--- src/rtl/paged_memory_allocator_translator_unit_assert.svh ---
// Assertion macros for the allocator/translator RTL.
// No dependencies; included by the modules that carry assertions.
`ifndef PAGED_MEMORY_ALLOCATOR_TRANSLATOR_UNIT_ASSERT_SVH
`define PAGED_MEMORY_ALLOCATOR_TRANSLATOR_UNIT_ASSERT_SVH

// same-cycle implication
`define PMAT_ASSERT_NOW(name, clk, rst_n, ante, cons, msg) \
    name: assert property (@(posedge clk) disable iff (!rst_n) (ante) |-> (cons)) \
        else $error(msg);

// next-cycle implication
`define PMAT_ASSERT_NEXT(name, clk, rst_n, ante, cons, msg) \
    name: assert property (@(posedge clk) disable iff (!rst_n) (ante) |=> (cons)) \
        else $error(msg);

`endif

--- src/rtl/pmat_pkg.sv ---
// Package for the paged memory allocator/translator: beat types, codes, defaults.
// No dependencies.
package pmat_pkg;

    localparam int OFFSET_BITS_DEF    = 8;
    localparam int NUM_PAGES_DEF      = 64;
    localparam int TABLE_PTR_BASE_DEF = 64;

    localparam int PHYS_ADDR_W = 14;

    typedef enum logic [1:0] {
        ACT_NEW   = 2'd0,
        ACT_KILL  = 2'd1,
        ACT_STORE = 2'd2,
        ACT_LOAD  = 2'd3
    } action_t;

    typedef enum logic [1:0] {
        ST_OK       = 2'd0,
        ST_NO_TABLE = 2'd1,
        ST_NO_DATA  = 2'd2,
        ST_FAULT    = 2'd3
    } status_t;

    typedef struct packed {
        action_t     action;
        logic [5:0]  process_id;
        logic [6:0]  pages_wanted;
        logic [15:0] virtual_addr;
        logic [7:0]  write_byte;
    } req_t;

    typedef struct packed {
        status_t                status;
        logic [PHYS_ADDR_W-1:0] phys_addr;
        logic [7:0]             read_byte;
    } rsp_t;

    typedef struct packed {
        logic       en;
        logic       we;
        logic [7:0] wdata;
    } mem_cmd_t;

endpackage

--- src/rtl/pmat_seq.sv ---
// Sequencer: clearing pass, first-fit page scan, table walk and translation,
// all through the one RAM port. Depends on pmat_pkg and the assert macro header.
`include "paged_memory_allocator_translator_unit_assert.svh"

module pmat_seq
    import pmat_pkg::*;
#(
    parameter int OFFSET_BITS    = OFFSET_BITS_DEF,
    parameter int NUM_PAGES      = NUM_PAGES_DEF,
    parameter int TABLE_PTR_BASE = TABLE_PTR_BASE_DEF,
    parameter int AW             = $clog2(NUM_PAGES << OFFSET_BITS)
) (
    input  logic          clk,
    input  logic          rst_n,
    input  logic          req_valid,
    output logic          req_ready,
    input  req_t          req,
    output logic          res_valid,
    input  logic          res_ready,
    output rsp_t          res,
    output mem_cmd_t      cmd,
    output logic [AW-1:0] mem_addr,
    input  logic [7:0]    rdata
);

    localparam int MEM_BYTES  = NUM_PAGES << OFFSET_BITS;
    localparam int PAGE_BYTES = 1 << OFFSET_BITS;
    localparam int PGW        = $clog2(NUM_PAGES);
    localparam int SW         = PGW + 1;
    localparam int CW         = OFFSET_BITS + 1;

    typedef enum logic [3:0] {
        S_CLEAR,
        S_IDLE,
        S_SCAN_RD,
        S_SCAN_CHK,
        S_PTR_WR,
        S_ALLOC,
        S_ENT_WR,
        S_PTR_RD,
        S_PTR_CHK,
        S_WALK_RD,
        S_WALK_CHK,
        S_FREE_TP,
        S_PTE_RD,
        S_PTE_CHK,
        S_LOAD,
        S_DONE
    } state_t;

    state_t        state_reg, state_next;
    req_t          item_reg, item_next;
    logic [7:0]    tp_reg, tp_next;
    logic [SW-1:0] scan_reg, scan_next;
    logic [CW-1:0] cnt_reg, cnt_next;
    logic [CW-1:0] want_reg, want_next;
    logic [AW-1:0] pa_reg, pa_next;
    status_t       status_reg, status_next;
    logic [7:0]    rb_reg, rb_next;
    logic          tbl_reg, tbl_next;
    logic [AW-1:0] clr_reg, clr_next;

    logic [AW-1:0] ptr_addr;
    logic [AW-1:0] ent_addr;
    logic [AW-1:0] pte_addr;
    logic [AW-1:0] pa_rd;
    logic [15:0]   vpage;
    logic          vp_ok;
    logic          pg_ok;
    logic [SW-1:0] found;

    assign ptr_addr = AW'(TABLE_PTR_BASE) + AW'(item_reg.process_id);
    assign ent_addr = AW'({tp_reg[PGW-1:0], cnt_reg[OFFSET_BITS-1:0]});
    assign vpage    = item_reg.virtual_addr >> OFFSET_BITS;
    assign vp_ok    = (17'(vpage) < 17'(PAGE_BYTES));
    assign pte_addr = AW'({tp_reg[PGW-1:0], vpage[OFFSET_BITS-1:0]});
    assign pa_rd    = AW'({rdata[PGW-1:0], item_reg.virtual_addr[OFFSET_BITS-1:0]});
    assign pg_ok    = ({1'b0, rdata} < 9'(NUM_PAGES));
    assign found    = scan_reg - SW'(1);

    assign req_ready = (state_reg == S_IDLE);
    assign res_valid = (state_reg == S_DONE);
    assign res.status    = status_reg;
    assign res.phys_addr = PHYS_ADDR_W'(pa_reg);
    assign res.read_byte = rb_reg;

    always_comb
    begin
        state_next  = state_reg;
        item_next   = item_reg;
        tp_next     = tp_reg;
        scan_next   = scan_reg;
        cnt_next    = cnt_reg;
        want_next   = want_reg;
        pa_next     = pa_reg;
        status_next = status_reg;
        rb_next     = rb_reg;
        tbl_next    = tbl_reg;
        clr_next    = clr_reg;
        cmd         = '0;
        mem_addr    = '0;

        case (state_reg)
            S_CLEAR:
            begin
                cmd.en    = 1'b1;
                cmd.we    = 1'b1;
                cmd.wdata = (clr_reg == '0) ? 8'd1 : 8'd0;
                mem_addr  = clr_reg;
                clr_next  = clr_reg + AW'(1);
                if (clr_reg == AW'(MEM_BYTES - 1))
                begin
                    state_next = S_IDLE;
                end
            end
            S_IDLE:
            begin
                if (req_valid)
                begin
                    item_next   = req;
                    status_next = ST_OK;
                    pa_next     = '0;
                    rb_next     = '0;
                    scan_next   = '0;
                    tbl_next    = 1'b1;
                    cnt_next    = '0;
                    if (12'(req.pages_wanted) > 12'(PAGE_BYTES))
                    begin
                        want_next = CW'(PAGE_BYTES);
                    end
                    else
                    begin
                        want_next = CW'(req.pages_wanted);
                    end
                    state_next = (req.action == ACT_NEW) ? S_SCAN_RD : S_PTR_RD;
                end
            end
            S_SCAN_RD:
            begin
                if (scan_reg == SW'(NUM_PAGES))
                begin
                    status_next = tbl_reg ? ST_NO_TABLE : ST_NO_DATA;
                    state_next  = S_DONE;
                end
                else
                begin
                    cmd.en     = 1'b1;
                    mem_addr   = AW'(scan_reg);
                    state_next = S_SCAN_CHK;
                end
            end
            S_SCAN_CHK:
            begin
                scan_next = scan_reg + SW'(1);
                if (rdata == 8'd0)
                begin
                    cmd.en    = 1'b1;
                    cmd.we    = 1'b1;
                    cmd.wdata = 8'd1;
                    mem_addr  = AW'(scan_reg);
                    if (tbl_reg)
                    begin
                        tp_next    = 8'(scan_reg);
                        state_next = S_PTR_WR;
                    end
                    else
                    begin
                        state_next = S_ENT_WR;
                    end
                end
                else
                begin
                    state_next = S_SCAN_RD;
                end
            end
            S_PTR_WR:
            begin
                cmd.en     = 1'b1;
                cmd.we     = 1'b1;
                cmd.wdata  = tp_reg;
                mem_addr   = ptr_addr;
                tbl_next   = 1'b0;
                cnt_next   = '0;
                state_next = S_ALLOC;
            end
            S_ALLOC:
            begin
                state_next = (cnt_reg == want_reg) ? S_DONE : S_SCAN_RD;
            end
            S_ENT_WR:
            begin
                cmd.en     = 1'b1;
                cmd.we     = 1'b1;
                cmd.wdata  = 8'(found);
                mem_addr   = ent_addr;
                cnt_next   = cnt_reg + CW'(1);
                state_next = S_ALLOC;
            end
            S_PTR_RD:
            begin
                cmd.en     = 1'b1;
                mem_addr   = ptr_addr;
                state_next = S_PTR_CHK;
            end
            S_PTR_CHK:
            begin
                tp_next  = rdata;
                cnt_next = '0;
                if (item_reg.action == ACT_KILL)
                begin
                    state_next = pg_ok ? S_WALK_RD : S_FREE_TP;
                end
                else if (pg_ok && vp_ok)
                begin
                    state_next = S_PTE_RD;
                end
                else
                begin
                    status_next = ST_FAULT;
                    state_next  = S_DONE;
                end
            end
            S_WALK_RD:
            begin
                cmd.en     = 1'b1;
                mem_addr   = ent_addr;
                state_next = S_WALK_CHK;
            end
            S_WALK_CHK:
            begin
                // entry values are below 256, always inside memory
                if (rdata != 8'd0)
                begin
                    cmd.en    = 1'b1;
                    cmd.we    = 1'b1;
                    cmd.wdata = 8'd0;
                    mem_addr  = AW'(rdata);
                end
                cnt_next = cnt_reg + CW'(1);
                if (cnt_reg[OFFSET_BITS-1:0] == '1)
                begin
                    state_next = S_FREE_TP;
                end
                else
                begin
                    state_next = S_WALK_RD;
                end
            end
            S_FREE_TP:
            begin
                cmd.en     = 1'b1;
                cmd.we     = 1'b1;
                cmd.wdata  = 8'd0;
                mem_addr   = AW'(tp_reg);
                state_next = S_DONE;
            end
            S_PTE_RD:
            begin
                cmd.en     = 1'b1;
                mem_addr   = pte_addr;
                state_next = S_PTE_CHK;
            end
            S_PTE_CHK:
            begin
                if (!pg_ok)
                begin
                    status_next = ST_FAULT;
                    state_next  = S_DONE;
                end
                else
                begin
                    pa_next  = pa_rd;
                    cmd.en   = 1'b1;
                    mem_addr = pa_rd;
                    if (item_reg.action == ACT_STORE)
                    begin
                        cmd.we     = 1'b1;
                        cmd.wdata  = item_reg.write_byte;
                        state_next = S_DONE;
                    end
                    else
                    begin
                        state_next = S_LOAD;
                    end
                end
            end
            S_LOAD:
            begin
                rb_next    = rdata;
                state_next = S_DONE;
            end
            S_DONE:
            begin
                if (res_ready)
                begin
                    state_next = S_IDLE;
                end
            end
            default:
            begin
                state_next = S_IDLE;
            end
        endcase
    end

    always_ff @(posedge clk or negedge rst_n)
    begin
        if (!rst_n)
        begin
            state_reg  <= S_CLEAR;
            item_reg   <= '0;
            tp_reg     <= '0;
            scan_reg   <= '0;
            cnt_reg    <= '0;
            want_reg   <= '0;
            pa_reg     <= '0;
            status_reg <= ST_OK;
            rb_reg     <= '0;
            tbl_reg    <= 1'b0;
            clr_reg    <= '0;
        end
        else
        begin
            state_reg  <= state_next;
            item_reg   <= item_next;
            tp_reg     <= tp_next;
            scan_reg   <= scan_next;
            cnt_reg    <= cnt_next;
            want_reg   <= want_next;
            pa_reg     <= pa_next;
            status_reg <= status_next;
            rb_reg     <= rb_next;
            tbl_reg    <= tbl_next;
            clr_reg    <= clr_next;
        end
    end

    `PMAT_ASSERT_NOW(a_scan_bound, clk, rst_n, 1'b1, scan_reg <= SW'(NUM_PAGES), "scan ran past map")
    `PMAT_ASSERT_NOW(a_addr_range, clk, rst_n, cmd.en, 32'(mem_addr) < MEM_BYTES, "RAM address beyond memory")
    `PMAT_ASSERT_NEXT(a_busy, clk, rst_n, req_valid && req_ready, !req_ready, "ready while busy")
    `PMAT_ASSERT_NEXT(a_release, clk, rst_n, res_valid && res_ready, req_ready, "not idle after result")
    `PMAT_ASSERT_NOW(a_fault_clean, clk, rst_n, res_valid && (res.status == ST_FAULT), (res.phys_addr == '0) && (res.read_byte == '0), "fault with data")

endmodule

--- config.mk ---
export PLATFORM = sky130hd
export DESIGN_NAME = pmat_seq
export DESIGN_NICKNAME = d
export VERILOG_FILES = /design/src/rtl/pmat_pkg.sv /design/src/rtl/pmat_seq.sv
export VERILOG_INCLUDE_DIRS = /design/src /design/src/rtl
export SDC_FILE = /design/constraint.sdc
export NUM_CORES = 1
export LEC_CHECK = 0
export BUFFER_PORTS_ARGS = -buffer_cell sky130_fd_sc_hd__buf_2
export CAP_MARGIN = 15
export CORE_MARGIN = 5
export CORE_UTILIZATION = 30
export DETAILED_ROUTE_END_ITERATION = 6
export GPL_TIMING_DRIVEN = 0
export PLACE_DENSITY_LB_ADDON = 0.15
export SLEW_MARGIN = 10
export SYNTH_ARGS = -nofsm -noshare
export SYNTH_HDL_FRONTEND = slang
export SYNTH_SLANG_ARGS = --single-unit
export TNS_END_PERCENT = 30
--- constraint.sdc ---
create_clock -name clk -period 2.4 [get_ports clk]
set_clock_uncertainty 0.2 [all_clocks]
set_input_delay 0.48 -clock clk [delete_from_list [all_inputs] [get_ports clk]]
set_output_delay 0.48 -clock clk [all_outputs]
set_load 0.005 [all_outputs]
==> run summary, run 1 <==
Critical Path AT = 2.10 ns
Family with the most delay on the worst path = compound AO/OA/AOI/OAI gates
GRT Total Usage = 0.1935
Run status = complete, but fails checks
Maxcap violations = 0
Power per Cell Area = 1226 nW/um^2
RSZ-0062 raised after global routing = yes
# IOs = 101
Register area share after synthesis = 0.4416
Core area = 19590 sq um
Vias in the first global route = 5544
Period utilisation layout = 1.159
H-Tree Depth = 3
Grt ovf = 0
Synth unique cells = 64
Routed vias = 5613
Die width = 151.5 um
Routed WL = 21.79 mm
Startpoint types = register
Post-Place Setup Slack = -0.6510 ns
Total CTS buffers = 9
Most frequent cell after synthesis = nand2_1
Die area = 22950 sq um
Final Worst Setup Slack = -0.3823 ns
Maximum vdd drop = 506.4 uV
Crit. End Element = output pin
Final setup violation count = 24
Die height = 151.5 um
Post-route ant nets = 0
Failing checks = setup timing
Critical-path top delay cell = a222oi_1
Fraction of layout cells with a size suffix above 1 = 0.3268
Kind of critical path = register to output pin
Largest net degree at the start of global routing = 69
Via density = 5.173
Worst Path Buf+Inv = 4
CTS sink count = 106
First-pass GRT wire length = 33.31 mm
Final Power = 9688 uW
Initial antenna violation count = 0
IO Port Bufs = 100
Hold_sp = req[6]
Post-synth top area share = 0.4416
DP Wirelength = 16.01 mm
Post-Synthesis Cells = 677
DR iter-0 viols = 526
Rows = 51
CTS Buffer Depth = 2
Reg-to-Reg Start = state_reg[3]$_DFFE_PN0P_
Area delta synth->final = 31.51%
Prevailing post-synth register cell = dfrtp_1
Crit-path cells = buf_6 -> buf_8 -> nor2b_4 -> o21ai_2 -> o21ai_4 -> a222oi_1 -> inv_1 -> buf_2
Slew @ Worst Pin = 0.6337 ns
Clk slew on worst S/H paths = 0.07 ns
Largest area contributor in the netlist = dfrtp_1
Max Freq = 359.4 MHz
CP Data Required Time = 1.72 ns
Final min period = 2.782 ns
Crit path launch = state_reg[3]$_DFFE_PN0P_
CTS root buf = clkbuf_16
Post-synth EDFFs = 0
Relative slew slack = 0.5762
GP Congestion = 0.9262
Syn Nets = 734
Utilization after layout = 0.4033
Yosys reg bits = 106
Final setup TNS = -6.949 ns
Worst Path Max Fanout = 6
Syn Area/Cell = 8.873 sq um
CTS tree = done
Iteration count of the initial detailed-routing pass = 7
Ys async rst share = 1.000
WL/cell = 20.08 um
Post-layout net count = 872
Syn. warnings = 0
Leakage = 0.003727 uW
Final Slew Violations = 0
Post-synth top cells = nand2_1, dfrtp_1, o21ai_0
Max FFs per register = 32
Synth top area cells = dfrtp_1, nand2_1, o21ai_0
Final Hold Fails = 0
Critical path's largest stage delay = 0.48 ns
Synth Cell Area = 6007 sq um
Hold WC Path Type = input port to register
Drc violations = 0
Antenna Cells = 0
Initial Util = 0.3066
Clk Latency, worst-skew pair = 0.36 ns
==> cells by family (layout without fill, tap and decap cells) <==
group / count (synthesis) / after routing / share of synthesized area
mux: 23 / 23 / 0.04187
xor+xnor: 34 / 34 / 0.04957
compound gates: 148 / 148 / 0.1785
simple gates: 298 / 298 / 0.2285
buf+inv: 62 / 205 / 0.04749
fa+ha+maj: 6 / 6 / 0.01250
flops: 106 / 106 / 0.4416
==> report_power, final <==
part | switching [uW] | total (uW) | internal [uW]
Clock | 673 | 1510 | 840
Sequential | 714 | 3190 | 2480
Combinational | 2730 | 4980 | 2250
Total | 4120 | 9690 | 5570
==> metrics by stage <==
step                      area (sq um)  hold slack (ns)  instances
after global routing              7900           0.1021       1085
after detailed placement          6873           0.2298       1043
final                             7900           0.1066       1085
after global placement            6839           0.2695       1042
after floorplan                   6007         -0.01559        677
after CTS                         7656          0.09687       1076
==> what timing repair did <==
action	in CTS	in global routing
hold buffers	1	0
setup endpoints to repair	34	43
gates resized for setup	89	47
gates cloned	1	0
endpoints found under the hold margin	38	0
setup buffers	21	11
pin swaps	14	22
==> layout make-up <==
cell class              count  area (sq um)
repair buffers            135         820.8
clock inverters             4         48.80
inverters                  17         67.56
plain buffers              37         310.3
flip-flops and latches    106          2659
clock buffers              12         246.5
multi-input cells         509          3416
fillers                  2009         11690
well taps                 265         331.6
==> cell usage in the layout (no fill, tap or decap), types with 4 or more instances in the layout <==
cell	netlist	routed
inv_1	16	15
a22o_1	20	20
a31oi_1	4	4
nor2_4	1	4
buf_2	24	112
mux2_2	15	15
o21ai_1	3	7
mux2i_1	6	4
a21oi_1	12	12
buf_8	0	4
nor3_4	1	4
a222oi_1	7	7
a22oi_2	0	10
clkbuf_1	13	6
and3_1	10	8
xnor2_1	23	23
buf_4	6	29
o22ai_1	10	9
nand2b_1	8	4
buf_6	0	14
o21ai_0	42	34
clkbuf_16	0	9
nand3_1	16	16
o211ai_1	4	4
nand4_1	11	11
o2111ai_2	0	6
dfrtp_1	106	101
dfrtp_2	0	5
nand2_2	1	4
nand2_1	173	168
nor2_1	36	34
xor2_1	11	11
ha_1	6	6
nor4_4	1	4
nor2b_4	0	5
a22oi_1	17	7
nor3_1	8	6
==> layer usage <==
| metal | vias to the layer above | share of wire | global-route usage |
|---|---|---|---|
| met4 | 0 | 0.027 | 0.06469 |
| met2 | 236 | 0.43 | 0.2867 |
| li1 | 2663 | - | - |
| met1 | 2678 | 0.47 | 0.2793 |
| met3 | 36 | 0.069 | 0.04343 |
| met5 | - | 0 | 0 |
==> worst min-delay path: stages <==
cell	delay [ns]
buf_2	0.07
nand2_1	0.04
nand2_1	0.04
==> worst paths after layout <==
| kind | cells past startpoint | endpoint | slack [ns] |
|---|---|---|---|
| setup / recovery | 8 | mem_addr[13] | -0.38 |
| hold / removal | 3 | item_reg[6]$_DFFE_PN0P_ | 0.11 |
| setup reg to reg | 7 | pa_reg[6]$_DFFE_PN0P_ | 0.09 |
| hold reg to reg | 2 | item_reg[3]$_DFFE_PN0P_ | 0.30 |
| max in group asynchronous | 3 | cnt_reg[1]$_DFFE_PN0P_ | 0.92 |
| min in group asynchronous | 2 | clr_reg[10]$_DFFE_PN0P_ | 0.40 |
Power figures use the tool's default switching activity.
==> run 2: changes to the inputs <==
Settings changed: RECOVER_POWER set to 100, SLEW_MARGIN 10 to unset.
==> run 2 against run 1 <==
  * The run still ends with setup timing left
  * Utilization down 0.33 points
  * Register-to-register slack worse by 0.32 ns
  * Non-clock buffer count unchanged
  * Combinational power down 1%
  * Sequential power about the same
  * Clock power about the same
  * Via count about the same
  * Worst hold slack about the same
  * Power down 0.62%
  * Worst setup slack better by 0.0033 ns
  * Count of clock-buffer cells in the layout unchanged
  * Largest power group unchanged
==> run summary, run 2 (synthesis gave the netlist of run 1 again) <==
# IOs = 101 (unchanged)
Die height = 151.5 um (unchanged)
Grt ovf = 0 (unchanged)
Max Freq = 359.8 MHz (+0.12%)
Combinational share of power = 0.511 (-0.003)
Post-layout net count = 872 (unchanged)
Initial antenna violation count = 0 (unchanged)
IO Port Bufs = 100 (unchanged)
Final Worst Setup Slack = -0.3790 ns (+0.003331 ns)
Post-Place Setup Slack = -0.6510 ns (unchanged)
Core area = 19590 sq um (unchanged)
Global route hottest layer = met2
Post-route ant nets = 0 (unchanged)
Period utilisation layout = 1.158 (-0.001388)
Vias in the first global route = 5544 (unchanged)
Startpoint types = register
Most frequent cells in the layout = nand2_1, dfrtp_1, buf_2
Die width = 151.5 um (unchanged)
Relative slew slack = 0.2999 (-0.2763)
Grt met1 use = 0.2793 (unchanged)
CTS tree = done
Post-place instance area = 6873 sq um (unchanged)
Maxcap violations = 0 (unchanged)
Met3 usage = 0.04343 (unchanged)
Met2 usage = 0.2867 (unchanged)
Crit. End Element = output pin
Reg-to-Reg Start = state_reg[3]$_DFFE_PN0P_
Final min period = 2.779 ns (-0.003331 ns)
DR iter-0 viols = 523 (-0.57%)
First-pass GRT wire length = 33.31 mm (unchanged)
Final Hold Fails = 0 (unchanged)
Fraction of layout cells with a size suffix above 1 = 0.3073 (-0.01951)
GP Congestion = 0.9262 (unchanged)
Max FFs per register = 32 (unchanged)
Reg2reg end = pa_reg[6]$_DFFE_PN0P_
Sequential share of power = 0.332 (+0.002)
CTS sink count = 106 (unchanged)
R2r setup slk = -0.23 ns (-0.32 ns)
CP Data Required Time = 1.72 ns (about the same)
Critical Path AT = 2.10 ns (about the same)
Largest net degree at the start of global routing = 69 (unchanged)
Power per Cell Area = 1229 nW/um^2 (+0.18%)
Routed vias = 5610 (-0.053%)
Final setup TNS = -14.71 ns (-7.757 ns)
Final setup violation count = 88 (+270%)
Drc violations = 0 (unchanged)
Clk Latency, worst-skew pair = 0.36 ns (about the same)
H-Tree Depth = 3 (unchanged)
Clk slew on worst S/H paths = 0.07 ns (about the same)
Leading cell type in the layout, fill and taps excluded = nand2_1
Slew @ Worst Pin = 1.050 ns (+0.4165 ns)
Run status = complete, but fails checks
Hold WC Path Type = input port to register
Final Instance Area = 7836 sq um (-0.81%)
Worst Reg-to-Reg Cells = 7 (unchanged)
P_int = 5528 uW (-0.74%)
GRT Total Usage = 0.1935 (unchanged)
Worst Path Max Fanout = 6 (unchanged)
CP Capture Point = mem_addr[13]
Utilization after layout = 0.4000 (-0.003257)
Die area = 22950 sq um (unchanged)
Rows = 51 (unchanged)
RSZ-0062 raised after global routing = yes
Crit path launch = state_reg[3]$_DFFE_PN0P_
Initial Util = 0.3066 (unchanged)
Routed WL = 21.78 mm (about the same)
Switching Fraction = 0.4259 (+0.0006416)
Kind of critical path = register to output pin
Antenna Cells = 0 (unchanged)
DP Wirelength = 16.01 mm (unchanged)
Via density = 5.171 (about the same)
CTS root buf = clkbuf_16
Iteration count of the initial detailed-routing pass = 5 (-2)
Failing checks = setup timing
Final Slew Violations = 0 (unchanged)
Clock Power Share = 0.157 (about the same)
CTS Buffer Depth = 2 (unchanged)
Leakage = 0.003658 uW (-1.8%)
Total CTS buffers = 9 (unchanged)
WL/cell = 20.07 um (about the same)
Maximum vdd drop = 505.4 uV (-0.20%)
Area delta synth->final = 30.45%
Net switching power = 4100 uW (-0.47%)
[run 2: critical path, stage by stage (launching register included)]
cell and delay (ns):
dfrtp_1 0.38, buf_6 0.15, buf_8 0.13, nor2b_4 0.12, o21ai_2 0.16, o21ai_4 0.11
a222oi_1 0.48, inv_1 0.07, buf_2 0.14
[run 2: power by group through the flow]
stage	registers, uW	logic [uW]	clock network (uW)
detailed placement	3130	4010	0
global route	3280	5380	1620
finish	3190	4920	1510
floorplan	2900	2710	0
CTS	3170	4590	1550
global placement	3130	4010	0
[run 2: routing by layer]
layer / part of all wire / wire length (um)
met1: 0.47 / 10170
met3: 0.070 / 1527
met4: 0.026 / 568
met2: 0.44 / 9515
met5: 0 / 0
[run 2: stage by stage]
stage | hold slack [ns] | instances | total power (uW)
after floorplan | -0.01559 | 677 | 5607
after global placement | 0.2695 | 1042 | 7136
after detailed placement | 0.2298 | 1043 | 7142
after CTS | 0.09687 | 1076 | 9321
after global routing | 0.1021 | 1085 | 10270
final | 0.1070 | 1085 | 9628
[run 2: repair_timing]
action,CTS,global route
hold buffers,1,0
pin swaps,14,22
setup buffers,21,11
setup endpoints to repair,34,43
gates cloned,1,0
hold endpoints to repair,38,0
gates resized for setup,89,47
[run 2: final cells by class]
type	instances	area (sq um)
plain buffers	37	309.0
flip-flops and latches	106	2659
repair buffers	135	783.3
multi-input cells	509	3391
fillers	2021	11750
well taps	265	331.6
inverters	17	67.56
clock buffers	12	246.5
clock inverters	4	48.80
[run 2: worst min path at each step]
stage	end	startpoint	slack, ns	depth (start not counted)
floorplan	clr_reg[0]$_DFFE_PN0P_	rst_n	-0.02	0
global placement	item_reg[18]$_DFFE_PN0P_	item_reg[18]$_DFFE_PN0P_	0.27	2
detailed placement	clr_reg[10]$_DFFE_PN0P_	rst_n	0.23	1
CTS	item_reg[6]$_DFFE_PN0P_	req[6]	0.1	3
global route	item_reg[6]$_DFFE_PN0P_	req[6]	0.10	3
finish	item_reg[6]$_DFFE_PN0P_	req[6]	0.11	3
